==> src/hw/rtl/i2c_master_byte_engine_macros.svh <==
// assertion macros for the i2c master byte engine
// used by i2cm_seq and i2c_master_byte_engine; no other dependencies
`ifndef I2C_MASTER_BYTE_ENGINE_MACROS_SVH
`define I2C_MASTER_BYTE_ENGINE_MACROS_SVH

`ifndef SYNTH

// same-cycle implication
`define I2CM_ASSERT_NOW(name, clk, rst_n, ante, cons, msg) \
    name: assert property (@(posedge clk) disable iff (!rst_n) (ante) |-> (cons)) \
        else $error(msg);

// next-cycle implication
`define I2CM_ASSERT_NEXT(name, clk, rst_n, ante, cons, msg) \
    name: assert property (@(posedge clk) disable iff (!rst_n) (ante) |=> (cons)) \
        else $error(msg);

`else

`define I2CM_ASSERT_NOW(name, clk, rst_n, ante, cons, msg)
`define I2CM_ASSERT_NEXT(name, clk, rst_n, ante, cons, msg)

`endif

`endif

==> src/hw/rtl/i2cm_pkg.sv <==
// shared types, codes and constants for the i2c master byte engine
// no dependencies; imported by i2cm_seq, i2cm_out_buf and i2c_master_byte_engine
package i2cm_pkg;

    localparam int CFG_W           = 10;
    localparam int DELAY_BITS_DEF  = 10;
    localparam int HALF_PERIOD_RST = 10;
    localparam int BYTE_BITS       = 8;

    // command codes; the two unused codes fall to the default arm
    typedef enum logic [2:0] {
        CMD_NONE      = 3'd0,
        CMD_START     = 3'd1,
        CMD_STOP      = 3'd2,
        CMD_WRITE     = 3'd3,
        CMD_READ_ACK  = 3'd4,
        CMD_READ_NACK = 3'd5
    } cmd_e;

    // start status codes
    typedef enum logic [1:0] {
        STAT_OK    = 2'd0,
        STAT_BUSY  = 2'd1,
        STAT_ERROR = 2'd2
    } status_e;

    // bus phases
    typedef enum logic [4:0] {
        PH_IDLE = 5'd0,
        PH_ST_A = 5'd1,
        PH_ST_B = 5'd2,
        PH_ST_C = 5'd3,
        PH_SP_A = 5'd4,
        PH_SP_B = 5'd5,
        PH_SP_C = 5'd6,
        PH_WR_A = 5'd7,
        PH_WR_B = 5'd8,
        PH_WR_C = 5'd9,
        PH_WA_A = 5'd10,
        PH_WA_B = 5'd11,
        PH_WA_C = 5'd12,
        PH_RD_A = 5'd13,
        PH_RD_B = 5'd14,
        PH_RK_A = 5'd15,
        PH_RK_B = 5'd16,
        PH_RK_C = 5'd17,
        PH_RK_D = 5'd18
    } phase_e;

    typedef logic [CFG_W-1:0] half_period_t;

    typedef struct packed {
        logic [2:0] command;
        logic [7:0] tx_byte;
        logic       sda_in;
    } cmd_item_t;

    typedef struct packed {
        logic       scl_release;
        logic       sda_release;
        logic       busy_res;
        logic       done_res;
        logic [7:0] rx_byte;
        logic       acked;
        logic [1:0] status;
    } res_item_t;

endpackage

==> src/hw/rtl/i2cm_stream_if.sv <==
// valid/ready channel with a typed payload
// no dependencies; payload type is set by the instantiating code
interface i2cm_stream_if #(
    parameter type payload_t = logic
);
    logic     valid;
    logic     ready;
    payload_t data;

    modport source (output valid, output data, input ready);
    modport sink   (input valid, input data, output ready);
endinterface

==> src/hw/rtl/i2cm_seq.sv <==
// bus phase sequencer: state registers and per-tick next-state logic
// depends on i2cm_pkg and i2c_master_byte_engine_macros.svh
`include "i2c_master_byte_engine_macros.svh"

module i2cm_seq #(
    parameter int DELAY_BITS = i2cm_pkg::DELAY_BITS_DEF
) (
    input  logic                  clk,
    input  logic                  rst_n,
    input  logic                  step,
    input  i2cm_pkg::cmd_item_t   item,
    input  logic [DELAY_BITS-1:0] limit,
    output i2cm_pkg::res_item_t   result
);
    import i2cm_pkg::*;

    phase_e                phase_reg, phase_next;
    logic [3:0]            bit_count_reg, bit_count_next;
    logic [DELAY_BITS-1:0] tick_reg, tick_next;
    logic [7:0]            shreg_reg, shreg_next;
    logic                  nack_reg, nack_next;
    logic                  scl_reg, scl_next;
    logic                  sda_reg, sda_next;
    logic [1:0]            status_reg, status_next;
    logic                  ack_reg, ack_next;
    logic [7:0]            rx_reg, rx_next;

    logic                  enter;
    logic                  finish;
    logic                  phase_end;
    logic [DELAY_BITS-1:0] tick_inc;
    logic [3:0]            bc_inc;
    logic                  byte_full;
    logic [7:0]            shift_in;

    // tick and bit counting
    assign tick_inc  = tick_reg + DELAY_BITS'(1);
    assign phase_end = (phase_reg != PH_IDLE) && (tick_inc >= limit);
    assign bc_inc    = bit_count_reg + 4'd1;
    assign byte_full = bc_inc >= 4'(BYTE_BITS);
    assign shift_in  = {shreg_reg[6:0], item.sda_in};

    // next phase
    always_comb
    begin
        phase_next = phase_reg;
        enter      = 1'b0;
        finish     = 1'b0;
        if (phase_reg == PH_IDLE)
        begin
            enter = 1'b1;
            case (item.command)
                CMD_START:     phase_next = PH_ST_A;
                CMD_STOP:      phase_next = PH_SP_A;
                CMD_WRITE:     phase_next = PH_WR_A;
                CMD_READ_ACK:  phase_next = PH_RD_A;
                CMD_READ_NACK: phase_next = PH_RD_A;
                default:       enter = 1'b0;
            endcase
        end
        else if (phase_end)
        begin
            enter = 1'b1;
            case (phase_reg)
                PH_ST_A:
                begin
                    if (item.sda_in)
                        phase_next = PH_ST_B;
                    else
                    begin
                        enter  = 1'b0;
                        finish = 1'b1;
                    end
                end
                PH_ST_B:
                begin
                    if (!item.sda_in)
                        phase_next = PH_ST_C;
                    else
                    begin
                        enter  = 1'b0;
                        finish = 1'b1;
                    end
                end
                PH_SP_A: phase_next = PH_SP_B;
                PH_SP_B: phase_next = PH_SP_C;
                PH_WR_A: phase_next = PH_WR_B;
                PH_WR_B: phase_next = PH_WR_C;
                PH_WR_C: phase_next = byte_full ? PH_WA_A : PH_WR_A;
                PH_WA_A: phase_next = PH_WA_B;
                PH_WA_B: phase_next = PH_WA_C;
                PH_RD_A: phase_next = PH_RD_B;
                PH_RD_B: phase_next = byte_full ? PH_RK_A : PH_RD_A;
                PH_RK_A: phase_next = PH_RK_B;
                PH_RK_B: phase_next = PH_RK_C;
                PH_RK_C: phase_next = PH_RK_D;
                default:
                begin
                    // end of start, stop, write ack and read ack phases
                    enter  = 1'b0;
                    finish = 1'b1;
                end
            endcase
            if (finish)
                phase_next = PH_IDLE;
        end
    end

    // counters, shifter, flags and line drive
    always_comb
    begin
        tick_next      = (enter || finish) ? '0 : ((phase_reg == PH_IDLE) ? tick_reg : tick_inc);
        bit_count_next = bit_count_reg;
        shreg_next     = shreg_reg;
        nack_next      = nack_reg;
        status_next    = status_reg;
        ack_next       = ack_reg;
        rx_next        = rx_reg;
        scl_next       = scl_reg;
        sda_next       = sda_reg;

        // command accept
        if (phase_reg == PH_IDLE && enter)
        begin
            bit_count_next = '0;
            nack_next      = item.command == CMD_READ_NACK;
            shreg_next     = (item.command == CMD_WRITE) ? item.tx_byte : 8'd0;
        end

        // work done at the end of a phase
        if (phase_end)
        begin
            case (phase_reg)
                PH_ST_A: if (!item.sda_in) status_next = STAT_BUSY;
                PH_ST_B: if (item.sda_in) status_next = STAT_ERROR;
                PH_ST_C: status_next = STAT_OK;
                PH_WR_B: shreg_next = {shreg_reg[6:0], 1'b0};
                PH_WR_C: bit_count_next = bc_inc;
                PH_WA_C:
                begin
                    ack_next = !item.sda_in;
                    scl_next = 1'b0;
                end
                PH_RD_B:
                begin
                    shreg_next     = shift_in;
                    bit_count_next = bc_inc;
                    if (byte_full)
                        rx_next = shift_in;
                end
                default: ;
            endcase
        end

        // line changes on phase entry
        if (enter)
        begin
            case (phase_next)
                PH_ST_A:
                begin
                    scl_next = 1'b1;
                    sda_next = 1'b1;
                end
                PH_ST_B: sda_next = 1'b0;
                PH_ST_C: scl_next = 1'b0;
                PH_SP_A:
                begin
                    scl_next = 1'b0;
                    sda_next = 1'b0;
                end
                PH_SP_B: scl_next = 1'b1;
                PH_SP_C: sda_next = 1'b1;
                PH_WR_A: scl_next = 1'b0;
                PH_WR_B: sda_next = shreg_reg[7];
                PH_WR_C: scl_next = 1'b1;
                PH_WA_A: scl_next = 1'b0;
                PH_WA_B: sda_next = 1'b1;
                PH_WA_C: scl_next = 1'b1;
                PH_RD_A:
                begin
                    scl_next = 1'b0;
                    sda_next = 1'b1;
                end
                PH_RD_B: scl_next = 1'b1;
                PH_RK_A: scl_next = 1'b0;
                PH_RK_B: sda_next = nack_reg;
                PH_RK_C: scl_next = 1'b1;
                PH_RK_D: scl_next = 1'b0;
                default: ;
            endcase
        end
    end

    // result of this tick
    always_comb
    begin
        result.scl_release = scl_next;
        result.sda_release = sda_next;
        result.busy_res    = phase_next != PH_IDLE;
        result.done_res    = finish;
        result.rx_byte     = rx_next;
        result.acked       = ack_next;
        result.status      = status_next;
    end

    // state registers, one update per advanced tick
    always_ff @(posedge clk or negedge rst_n)
    begin
        if (!rst_n)
        begin
            phase_reg     <= PH_IDLE;
            bit_count_reg <= '0;
            tick_reg      <= '0;
            shreg_reg     <= '0;
            nack_reg      <= 1'b0;
            scl_reg       <= 1'b1;
            sda_reg       <= 1'b1;
            status_reg    <= STAT_OK;
            ack_reg       <= 1'b0;
            rx_reg        <= '0;
        end
        else if (step)
        begin
            phase_reg     <= phase_next;
            bit_count_reg <= bit_count_next;
            tick_reg      <= tick_next;
            shreg_reg     <= shreg_next;
            nack_reg      <= nack_next;
            scl_reg       <= scl_next;
            sda_reg       <= sda_next;
            status_reg    <= status_next;
            ack_reg       <= ack_next;
            rx_reg        <= rx_next;
        end
    end

    // checks
    `I2CM_ASSERT_NEXT(a_finish_to_idle, clk, rst_n, step && finish, phase_reg == PH_IDLE, "finished command did not return to idle")
    `I2CM_ASSERT_NEXT(a_phase_holds, clk, rst_n, step && (phase_reg != PH_IDLE) && !phase_end, $stable(phase_reg), "phase left before its last tick")
    `I2CM_ASSERT_NOW(a_bit_range, clk, rst_n, 1'b1, bit_count_reg <= 4'(BYTE_BITS), "bit count beyond one byte")

endmodule

==> src/hw/rtl/i2cm_out_buf.sv <==
// result register with valid/ready handshake toward the consumer
// depends on i2cm_pkg and i2cm_stream_if
module i2cm_out_buf (
    input  logic                clk,
    input  logic                rst_n,
    input  logic                load,
    input  i2cm_pkg::res_item_t item,
    output logic                can_load,
    i2cm_stream_if.source       res
);
    import i2cm_pkg::*;

    logic      valid_reg;
    res_item_t data_reg;

    // free when empty or when the held result leaves this cycle
    assign can_load  = !valid_reg || res.ready;
    assign res.valid = valid_reg;
    assign res.data  = data_reg;

    // valid flag
    always_ff @(posedge clk or negedge rst_n)
    begin
        if (!rst_n)
            valid_reg <= 1'b0;
        else if (load)
            valid_reg <= 1'b1;
        else if (res.ready)
            valid_reg <= 1'b0;
    end

    // payload
    always_ff @(posedge clk)
    begin
        if (load)
            data_reg <= item;
    end

endmodule

==> src/hw/rtl/i2c_master_byte_engine.sv <==
// top level of the i2c master byte engine: input register, config, sequencer, result register
// depends on i2cm_pkg, i2cm_stream_if, i2cm_seq, i2cm_out_buf and the macros header
//
// channel | dir | payload                                           | accepted when
// cmd     | in  | command, tx_byte, sda_in                          | valid && ready
// res     | out | scl_release, sda_release, busy_res, done_res,     | valid && ready
//         |     | rx_byte, acked, status                            |
// cfg     | in  | half_period_ticks                                 | valid && ready
//
// one tick per cycle while res is not stalled: a tick is held in the input register, and when it
// advances the sequencer updates its state and loads the result register
// res valid rises after the cmd item passes the input register and then the result register; cfg is always ready
// a stalled res channel holds the result register and then the input register
// reset returns to idle with both lines released and the half period set to 10 ticks
`include "i2c_master_byte_engine_macros.svh"

module i2c_master_byte_engine #(
    parameter int DELAY_BITS = i2cm_pkg::DELAY_BITS_DEF
) (
    input  logic          clk,
    input  logic          rst_n,
    i2cm_stream_if.sink   cmd,
    i2cm_stream_if.source res,
    i2cm_stream_if.sink   cfg
);
    import i2cm_pkg::*;

    localparam int LW      = (DELAY_BITS > CFG_W) ? DELAY_BITS : CFG_W;
    localparam int CAP     = (1 << DELAY_BITS) - 1;
    localparam int LIM_RST = (HALF_PERIOD_RST > CAP) ? CAP : HALF_PERIOD_RST;
    localparam logic [LW-1:0] CAP_W = LW'(CAP);

    logic                  in_valid_reg;
    cmd_item_t             in_item_reg;
    logic                  advance;
    logic                  out_free;
    res_item_t             seq_res;
    logic [DELAY_BITS-1:0] limit_reg, limit_next;
    logic [LW-1:0]         hp_wide;
    logic [LW-1:0]         hp_sat;

    // pipeline flow
    assign advance   = in_valid_reg && out_free;
    assign cmd.ready = !in_valid_reg || advance;
    assign cfg.ready = 1'b1;

    // input register
    always_ff @(posedge clk or negedge rst_n)
    begin
        if (!rst_n)
            in_valid_reg <= 1'b0;
        else if (cmd.valid && cmd.ready)
            in_valid_reg <= 1'b1;
        else if (advance)
            in_valid_reg <= 1'b0;
    end

    always_ff @(posedge clk)
    begin
        if (cmd.valid && cmd.ready)
            in_item_reg <= cmd.data;
    end

    // phase length: held to the counter range, zero taken as one tick
    always_comb
    begin
        hp_wide    = LW'(cfg.data);
        hp_sat     = (hp_wide > CAP_W) ? CAP_W : hp_wide;
        limit_next = (hp_sat == '0) ? DELAY_BITS'(1) : hp_sat[DELAY_BITS-1:0];
    end

    always_ff @(posedge clk or negedge rst_n)
    begin
        if (!rst_n)
            limit_reg <= DELAY_BITS'(LIM_RST);
        else if (cfg.valid && cfg.ready)
            limit_reg <= limit_next;
    end

    // sequencer
    i2cm_seq #(
        .DELAY_BITS (DELAY_BITS)
    ) u_seq (
        .clk    (clk),
        .rst_n  (rst_n),
        .step   (advance),
        .item   (in_item_reg),
        .limit  (limit_reg),
        .result (seq_res)
    );

    // result register
    i2cm_out_buf u_out (
        .clk      (clk),
        .rst_n    (rst_n),
        .load     (advance),
        .item     (seq_res),
        .can_load (out_free),
        .res      (res)
    );

    // checks
    `I2CM_ASSERT_NEXT(a_adv_gives_result, clk, rst_n, advance, res.valid, "advanced tick produced no result")
    `I2CM_ASSERT_NEXT(a_in_held, clk, rst_n, in_valid_reg && !advance, in_valid_reg && $stable(in_item_reg), "stalled tick lost or changed")
    `I2CM_ASSERT_NEXT(a_limit_nonzero, clk, rst_n, cfg.valid && cfg.ready, limit_reg != '0, "phase length written as zero")

endmodule
==> src/flat_wrapper.sv <==
// flat-port wrapper written by rule: the top's interface ports become plain ports
module i2c_master_byte_engine_flat import i2cm_pkg::*;
#(
    parameter int DELAY_BITS = i2cm_pkg::DELAY_BITS_DEF
)
  (clk, rst_n, cmd_valid, cmd_data, cmd_ready, res_valid, res_data, res_ready, cfg_valid, cfg_data, cfg_ready);
  i2cm_stream_if cmd_i ();
  i2cm_stream_if res_i ();
  i2cm_stream_if cfg_i ();
  input  logic clk;
  input  logic rst_n;
  input wire logic [$bits(cmd_i.valid)-1:0] cmd_valid;
  input wire logic [$bits(cmd_i.data)-1:0] cmd_data;
  output wire logic [$bits(cmd_i.ready)-1:0] cmd_ready;
  output wire logic [$bits(res_i.valid)-1:0] res_valid;
  output wire logic [$bits(res_i.data)-1:0] res_data;
  input wire logic [$bits(res_i.ready)-1:0] res_ready;
  input wire logic [$bits(cfg_i.valid)-1:0] cfg_valid;
  input wire logic [$bits(cfg_i.data)-1:0] cfg_data;
  output wire logic [$bits(cfg_i.ready)-1:0] cfg_ready;
  assign cmd_i.valid = cmd_valid;
  assign cmd_i.data = cmd_data;
  assign cmd_ready = cmd_i.ready;
  assign res_valid = res_i.valid;
  assign res_data = res_i.data;
  assign res_i.ready = res_ready;
  assign cfg_i.valid = cfg_valid;
  assign cfg_i.data = cfg_data;
  assign cfg_ready = cfg_i.ready;
  i2c_master_byte_engine #(.DELAY_BITS(DELAY_BITS)) u_core (.clk(clk), .rst_n(rst_n), .cmd(cmd_i), .res(res_i), .cfg(cfg_i));
endmodule
==> config.mk <==
export PLATFORM = sky130hd
export DESIGN_NAME = i2c_master_byte_engine_flat
export DESIGN_NICKNAME = d
export VERILOG_FILES = /design/src/hw/rtl/i2cm_pkg.sv /design/src/hw/rtl/i2cm_stream_if.sv /design/src/hw/rtl/i2cm_seq.sv /design/src/hw/rtl/i2cm_out_buf.sv /design/src/hw/rtl/i2c_master_byte_engine.sv /design/src/flat_wrapper.sv
export VERILOG_INCLUDE_DIRS = /design/src /design/src/hw/rtl
export SDC_FILE = /design/constraint.sdc
export NUM_CORES = 1
export LEC_CHECK = 0
export ABC_AREA = 1
export CORE_AREA = 2 2 62 64
export CTS_CLUSTER_SIZE = 12
export DETAILED_ROUTE_END_ITERATION = 16
export DIE_AREA = 0 0 64 66
export DONT_BUFFER_PORTS = 1
export PLACE_DENSITY = 0.66
export RECOVER_POWER = 100
export SYNTH_ARGS = -nofsm -noshare
export SYNTH_HDL_FRONTEND = slang
export SYNTH_SLANG_ARGS = --single-unit
==> constraint.sdc <==
create_clock -name clk -period 4.76 [get_ports clk]
set_input_delay 1.19 -clock clk [delete_from_list [all_inputs] [get_ports clk]]
set_output_delay 1.19 -clock clk [all_outputs]
set_load 0.1 [all_outputs]
* After elaboration in Yosys (flattened, before gate mapping)
Cells that the tools add are included.
** Operators by class
- Multiplexer cells :: 31
- Divide/modulo/power cells :: 0
- Bitwise gates (word level) :: 1
- Shift operators :: 0
- Reduce and logical (&&, ||, !) cells :: 18
- Add/sub/neg operators :: 2
- Magnitude comparators :: 2
- Equal/unequal tests :: 18
- $mul :: 0
** Operator list (number)
- $pmux 5 s14 :: 1
- $eq 5x4->1 const B :: 7
- $mux 5 :: 5
- $mux 10 :: 2
- $mux 4 :: 4
- $eq 5x3->1 const B :: 3
- $reduce_bool 15->1 :: 1
- $mux 1 :: 12
- $reduce_or 12->1 :: 1
- $add 10x1->10 const B :: 1
- $eq 5x2->1 const B :: 2
- $eq 5x5->1 const B :: 2
- $ge 10x4->1 :: 1
- $mux 2 :: 4
- $pmux 1 s3 :: 2
- $pmux 2 s3 :: 1
- $reduce_and 6->1 :: 1
- $eq 5x1->1 const B :: 1
- $logic_not 5->1 :: 1
- $reduce_bool 5->1 :: 1
- $add 4x1->4 const B :: 1
- $ge 4x4->1 const B :: 1
- $logic_and 1x1->1 :: 4
- $reduce_bool 2->1 :: 2
- 8 further kinds :: 11
** Word-level totals
- Logic and storage cells :: 81
- Bits in writable memories :: 0
- ROM bits :: 0
- Latch bits :: 0
- Memories kept :: 0
- Flip-flop bits (word level) :: 28
- Output and inout bits :: 4
- Bits of input ports :: 7

* Logic depth before layout (Yosys ltp)
Gate-level depths: netlist of run 1.
- Depth after elaboration :: 10
- Depth in mapped cells :: 14
- Mapped depth without buffers :: 13

* Cells and area by module
Synthesis of run 1 repeated with hierarchy kept, for this count alone.
** Second synthesis, totals
- Cell total of the unflattened synthesis :: 505
- Area, all modules :: 3484.6 um2
** Modules (own cells, without submodules)
- i2cm_seq :: cells an instance 482, area each 3246.9 um2, instances 1, sequential area each 1028.5 um2
- i2c_master_byte_engine :: cells an instance 17, area each 162.7 um2, instances 1, sequential area each 106.4 um2
- i2cm_out_buf :: cells an instance 6, area each 75.1 um2, instances 1, sequential area each 55.1 um2

* Least setup slack after synthesis of run 1
Ideal clock, no wire load.
- Path type :: input to output
- Start point :: input port res_ready
- End point :: output port cmd_ready
- Path buffers :: 0
- Cell stages on the path :: 2
- Data required time :: 3570 ps
- Arrival time :: 1998 ps
- Setup slack :: 1572 ps
- Path through :: inv_1 -> nand3_1
** On the way
- Longest elaborated chain between the ends :: 3
** RTL lines
- start, declared :: RTL line flat_wrapper.sv:17 : input wire logic [$bits(res_i.ready)-1:0] res_ready;
- $logic_or 1x1->1 :: RTL line i2cm_out_buf.sv:17 : assign can_load = !valid_reg || res.ready;
- $logic_and 1x1->1 :: RTL line i2c_master_byte_engine.sv:43 : assign advance = in_valid_reg && out_free;
- $logic_or 1x1->1 :: RTL line i2c_master_byte_engine.sv:44 : assign cmd.ready = !in_valid_reg || advance;
- end, declared :: RTL line flat_wrapper.sv:14 : output wire logic [$bits(cmd_i.ready)-1:0] cmd_ready;
No other way between the ends.

* Final worst setup path of run 1
- Start point :: register u_core.u_out.valid_reg (netlist: u_core.u_out.res.valid)
- End point :: output port cmd_ready
** On the way
- Longest elaborated chain between the ends :: 4
** RTL lines
- start, declared :: RTL line i2cm_out_buf.sv:13 : logic valid_reg;
- start signal, assigned :: RTL line i2cm_out_buf.sv:25 : valid_reg <= 1'b0;
- start signal, assigned :: RTL line i2cm_out_buf.sv:27 : valid_reg <= 1'b1;
- start signal, assigned :: RTL line i2cm_out_buf.sv:29 : valid_reg <= 1'b0;
- $logic_not 1->1 :: RTL line i2cm_out_buf.sv:17
- $logic_or 1x1->1 :: RTL line i2cm_out_buf.sv:17
- $logic_and 1x1->1 :: RTL line i2c_master_byte_engine.sv:43
- $logic_or 1x1->1 :: RTL line i2c_master_byte_engine.sv:44
No other way between the ends.

==> run_results.csv, run 1 <==
group,metric,value,unit
status,status,"completed",
pwr,fin_total_pwr,0.421,mW
clock_tree,clk_path_buf_depth,2,
run,cap_violations,0,
detailed_routing,routed_wl,3230,um
floorplan,die_area,4220,um^2
detailed_routing,dr.pass1.iters,4,
cells_and_area,antenna_cells,0,
global_route,track_usage,0.169,
clock_tree,cts_resized,0,
setup_path,worstPathMaxFanout,3,
cells_and_area,area_growth_syn_to_layout,2.71,%
detailed_routing,vias,1417,
min_path,hp-class,"reg2reg",
pwr,power_density,239,nW/um^2
sta,fmax,286,MHz
setup_path,regToRegSetupSlack,2150,ps
synthesis,syn_area,1710,um^2
cells_and_area,drive_above_1_share,0.0785,
sta,finalHoldViolCount,0,
synthesis,yosysSeqAreaShare,0.387,
global_route,grt_pass1_vias,1348,
sta,max_slew_margin,0.280,
setup_path,setup.worst_path.start,"u_core.u_out.res.valid",
min_path,min_to,"u_core.limit_reg[0]",
min_path,hold_path.startpoint,"u_core.limit_reg[0]",
sta,period_minus_slack,3500,ps
global_route,grt_max_degree,25,
placement,port_buffers,0,
pwr,vdd_drop_max,0.178,mV
synthesis,ys_ff_latch,26,
clock_tree,cts_tree,"yes",
clock_tree,insertion_delay,320,ps
cells_and_area,largest_reg_flops,10,
floorplan,start_util,0.482,
placement,hpwl,2390,um
sta,worstMarginPinSlew,1080,ps
setup_path,r2r-end,"u_core.u_seq.bit_count_reg[2]",
setup_path,path_cells,"nand3_1",
clock_tree,cts_setup_buffers,0,
detailed_routing,wire_per_inst,11.1,um
setup_path,cp.arrival,2310,ps
detailed_routing,vias_per_cell,4.89,
setup_path,worstSetupStartpointType,"flip-flop",
cells_and_area,fin_nets,255,
placement,pre_cts_ws,1550,ps
synthesis,ys.warnings.count,0,
clock_tree,root_buffer,"clkbuf_4",
clock_tree,clock-sinks,26,
sta,period_share,0.736,
sta,maxSlewViolCount,0,
synthesis,syn-instance-count,241,
placement,dp_cells,286,
sta,rsz0062_at_grt,"false",
pwr,leakage,0.971,nW
synthesis,syn_avg_cell_area,7.10,um^2
floorplan,ioPinCount,11,
setup_path,cp_slowest_stage_delay,1010,ps
sta,setup_violations,0,
clock_tree,ctsHtreeMaxLevel,1,
synthesis,syn_nets,253,
detailed_routing,drt-initial-drc-count,72,
setup_path,cp_slowest_cell,"nand3_1",
floorplan,core,3550,um^2
setup_path,worst_setup_path_end_kind,"output pin",
min_path,min_path_cells,1,
setup_path,path_buf_inv,0,
cells_and_area,n_fill_cell,375,
clock_tree,numCtsBuffers,3,
cells_and_area,fin_util,0.495,
placement,place.gp.congestion,0.908,
detailed_routing,postRouteAntennaNets,0,
setup_path,crit_required,3570,ps
cells_and_area,final_cells,290,
sta,final.setup.worst_slack,1260,ps
floorplan,die_height,66,um
setup_path,critPathTopFamily,"simple AND/OR/NAND/NOR gates",
floorplan,fp.dieW,64,um
clock_tree,postCtsHoldBufs,0,
synthesis,netlist-cell-type-count,32,
detailed_routing,post-route-drc-count,0,
clock_tree,path_clk_slew,150,ps
sta,skew,5.93,ps
global_route,grt_pass1_wl,5690,um
floorplan,num_rows,22,
setup_path,reg2reg_depth,9,
global_route,antenna_found_initial,0,
setup_path,crit_type,"reg2out",
sta,tns,0,ps
global_route,grt-ovfl-total,0,
setup_path,worstReg2RegStart,"u_core.u_out.res.valid",
placed cells by master (no fill, tap or decap), drive strengths merged, types with 2 or more instances in the layout:
| cell type | instances |
|---|---|
| nand2 | 75 |
| nor2 | 37 |
| inv | 36 |
| dfrtp | 23 |
| nand3 | 22 |
| o21ai | 15 |
| nand4 | 6 |
| ha | 5 |
| a21oi | 3 |
| clkbuf | 3 |
| xor2 | 3 |
| o21bai | 2 |
| edfxtp | 2 |
layout make-up:
type / instances / area [um^2] / area share
Tap cell: 48 / 60.1 / 0.0342
Clock inverter: 1 / 30.0 / 0.0171
Clock buffer: 3 / 22.5 / 0.0128
Sequential cell: 26 / 662 / 0.377
Multi-Input combinational cell: 175 / 843 / 0.480
Inverter: 37 / 139 / 0.0791
cell usage after synthesis (all sizes together):
master   n  area share
a21oi    3      0.0088
nand4    6       0.022
edfxtp   2       0.035
nor4     1      0.0037
conb     1      0.0022
dfrtp   23        0.34
and2     1      0.0037
nand2   75        0.17
nand3b   1      0.0044
nor3     1      0.0059
xor2     3       0.020
nand3   22       0.075
a21boi   1      0.0044
o21ai   15       0.053
buf      3       0.019
o21bai   2      0.0088
or2      1      0.0037
nor2    37       0.091
dfstp    1       0.015
inv     37       0.081
ha       5       0.037
worst max-delay path by stage:
stage / cells after the start / slack, ps / end
2_1_floorplan: 2 / 1570 / cmd_ready
5_1_grt: 1 / 1200 / cmd_ready
4_1_cts: 1 / 1240 / cmd_ready
3_3_place_gp: 2 / 1560 / cmd_ready
3_5_place_dp: 2 / 1550 / cmd_ready
6_report: 1 / 1260 / cmd_ready
per-layer routing:
layer  vias to the layer above  routed length, um  share of wire  GRT usage
li1                        756                  -              -          -
met2                        25               1430           0.44      0.284
met3                         2                129          0.040     0.0204
met4                         0                 27         0.0084     0.0489
met1                       634               1640           0.51      0.229
met5                         -                  0              0          0
cells by family (layout without fill, tap and decap cells):
family / count (synthesis) / count (layout) / share of synthesized area
adder cells (fa/ha/maj): 5 / 5 / 0.0366
XOR/XNOR: 3 / 3 / 0.0198
buffers and inverters: 40 / 41 / 0.100
other: 1 / 1 / 0.00219
flip-flops: 26 / 26 / 0.387
AO/OA/AOI/OAI: 21 / 21 / 0.0746
AND/OR/NAND/NOR: 145 / 145 / 0.380
power breakdown:
part,internal (mW),switching (mW)
registers,0.228,0.0223
clock network,0.0851,0.0682
logic,0.00198,0.0150
metrics by stage:
stage / hold WS (ps) / instance area [um^2]
after global routing: 504 / 1760
after CTS: 497 / 1790
after detailed placement: 458 / 1740
after floorplan: 441 / 1710
after global placement: 455 / 1740
final: 488 / 1760
Power figures use the tool's default switching activity.
==> run 2: changes to the inputs <==
Settings changed: ABC_AREA 1 to 0, CORE_AREA 2 2 62 64 to 2 2 60 62, DIE_AREA 0 0 64 66 to 0 0 62 64, PLACE_DENSITY 0.66 to 0.69.
Clock period 4.76 ns to 3.14 ns, I/O delays scaled along.
==> run_results.csv, run 2 <==
group,metric,value,unit
clock_tree,cts_tree,"yes",
clock_tree,path_clk_slew,140,ps
cells_and_area,final_cells,219,
cells_and_area,fin_nets,186,
setup_path,crit_type,"in2out",
sta,period_share,0.822,
setup_path,path_cells,"nand3b_1 -> clkbuf_1",
global_route,grt_pass1_vias,1197,
synthesis,syn_nets,188,
placement,port_buffers,0,
synthesis,synth.most_common_cell,"dfrtp_1",
sta,skew,21.2,ps
synthesis,yosysSeqAreaShare,0.408,
detailed_routing,drt-initial-drc-count,164,
setup_path,crit_required,2350,ps
setup_path,cp_slowest_stage_delay,920,ps
floorplan,start_util,0.493,
synthesis,syn-instance-count,176,
cells_and_area,layout_commonest_cell,"dfrtp_1",
detailed_routing,postRouteAntennaNets,0,
detailed_routing,vias,1294,
sta,maxSlewViolCount,0,
sta,rsz0062_at_grt,"false",
synthesis,ys.warnings.count,0,
clock_tree,numCtsBuffers,3,
clock_tree,cts_setup_buffers,0,
cells_and_area,layout_common_cells,"dfrtp_1, o21ai_0, nand2_1",
synthesis,ys_top_cells_by_area,"dfrtp_1, o21ai_0, ha_1",
synthesis,ys_ff_latch,26,
clock_tree,clock-sinks,26,
global_route,antenna_found_initial,0,
sta,period_minus_slack,2580,ps
sta,max_slew_margin,0.170,
global_route,grt_max_degree,25,
synthesis,syn_avg_cell_area,9.21,um^2
synthesis,yosysTopAreaCell,"dfrtp_1",
setup_path,critPathTopFamily,"buffers and inverters",
setup_path,worst_setup_path_end_kind,"output pin",
cells_and_area,antenna_cells,0,
sta,finalHoldViolCount,0,
pwr,power_density,603,nW/um^2
clock_tree,cts_resized,0,
synthesis,syn_area,1620,um^2
synthesis,netlist.area_leader.share,0.355,
clock_tree,ctsHtreeMaxLevel,1,
sta,fmax,387,MHz
detailed_routing,post-route-drc-count,0,
placement,place.gp.congestion,0.780,
pwr,leakage,0.671,nW
floorplan,die_area,3970,um^2
setup_path,cp_slowest_cell,"clkbuf_1",
clock_tree,postCtsHoldBufs,0,
sta,worstMarginPinSlew,1240,ps
clock_tree,root_buffer,"clkbuf_4",
placement,dp_cells,215,
detailed_routing,dr.pass1.iters,4,
global_route,grt_pass1_wl,5410,um
pwr,vdd_drop_max,0.490,mV
cells_and_area,largest_reg_flops,10,
placement,hpwl,2260,um
setup_path,cp.arrival,1800,ps
cells_and_area,regArea,662,um^2
floorplan,core,3280,um^2
floorplan,fp.dieW,62,um
sta,tns,0,ps
global_route,track_usage,0.179,
clock_tree,insertion_delay,320,ps
floorplan,die_height,64,um
global_route,grt-ovfl-total,0,
synthesis,netlist-cell-type-count,56,
synthesis,synth_edf_count,2,
setup_path,worstPathMaxFanout,3,
setup_path,path_buf_inv,1,
detailed_routing,routed_wl,3100,um
floorplan,num_rows,21,
status,status,"completed",
min_path,hp-class,"in2async",
cells_and_area,multi_input_area,846,um^2
synthesis,synth_commonest_cells,"dfrtp_1, o21ai_0, nand2_1",
sta,setup_violations,0,
synthesis,async_flop_share,0.923,
cells_and_area,n_fill_cell,318,
run,cap_violations,0,
clock_tree,clk_path_buf_depth,2,
cells_and_area,drive_above_1_share,0.0751,
synthesis,ys.flop_type,"dfrtp_1",
detailed_routing,vias_per_cell,5.91,
floorplan,ioPinCount,11,
setup_path,worstSetupStartpointType,"input port",
cells_and_area,area_growth_syn_to_layout,1.00,%
detailed_routing,wire_per_inst,14.2,um
[run 2: cell types whose count changed after synthesis, moves of 4 or more]
cell	delta
clkbuf_1	+7
inv_1	-28
nor3_1	+6
o21ai_2	-4
o21ai_0	+8
and2_1	+6
nor2_2	-6
nand2b_1	+5
nor2_1	-22
nand2_1	-58
a21oi_1	+5
nand3_1	-15
nand4_1	-4
[run 2: cells by family (layout without fill, tap and decap cells)]
family	count (synthesis)	in the layout	share of synthesized area
other	1	1	0.00231
DFF	26	26	0.408
and+or+nand+nor	67	67	0.242
xor gates and xnor gates	6	6	0.0324
buffers and inverters	17	14	0.0479
adders and majority gates	5	5	0.0386
muxes	3	3	0.0216
AOI/OAI and AO/OA	51	51	0.207
[run 2: through the flow]
stage	hold slack (ps)	total power, mW	worst slack (ps)	util	instance area, um^2
6_report	126	0.986	558	0.498	1640
4_1_cts	125	1.02	778	0.511	1680
2_1_floorplan	441	0.803	432	-	1620
3_3_place_gp	460	0.852	860	0.503	1650
5_1_grt	98.9	1.07	391	0.498	1640
3_5_place_dp	462	0.884	808	0.503	1650
[run 2: metal layers]
layer / part of all wire / track usage / vias to the layer above
met3: 0.025 / 0.0182 / 9
li1: - / - / 634
met2: 0.51 / 0.284 / 30
met1: 0.44 / 0.245 / 621
met4: 0.020 / 0.0718 / 0
met5: 0 / 0 / -
[run 2: layout make-up]
class / count / share of cell area
tap: 46 / 0.0352
inverter: 6 / 0.0138
multi-input combinational: 133 / 0.517
timing repair buffer: 4 / 0.0138
sequential: 26 / 0.404
clock buffer: 4 / 0.0161
[run 2: report_power, final]
group          switching, mW  internal (mW)
combinational          0.222          0.143
sequential            0.0960          0.383
clock                 0.0928         0.0497
[run 2: path summary, 6_finish.rpt]
check,startpoint,endpoint,slack [ps],cells past startpoint
worst max-delay path,res_ready,cmd_ready,560,2
worst min-delay path,rst_n,u_core.limit_reg[0],130,0
worst max register to register,u_core.u_seq.tick_reg[0],u_core.u_seq.bit_count_reg[1],590,7
worst min register to register,u_core.u_seq.bit_count_reg[2],u_core.u_seq.bit_count_reg[2],480,1
max in group asynchronous,rst_n,u_core.limit_reg[1],2850,0
min in group clk,cfg_valid,u_core.limit_reg[1],460,1
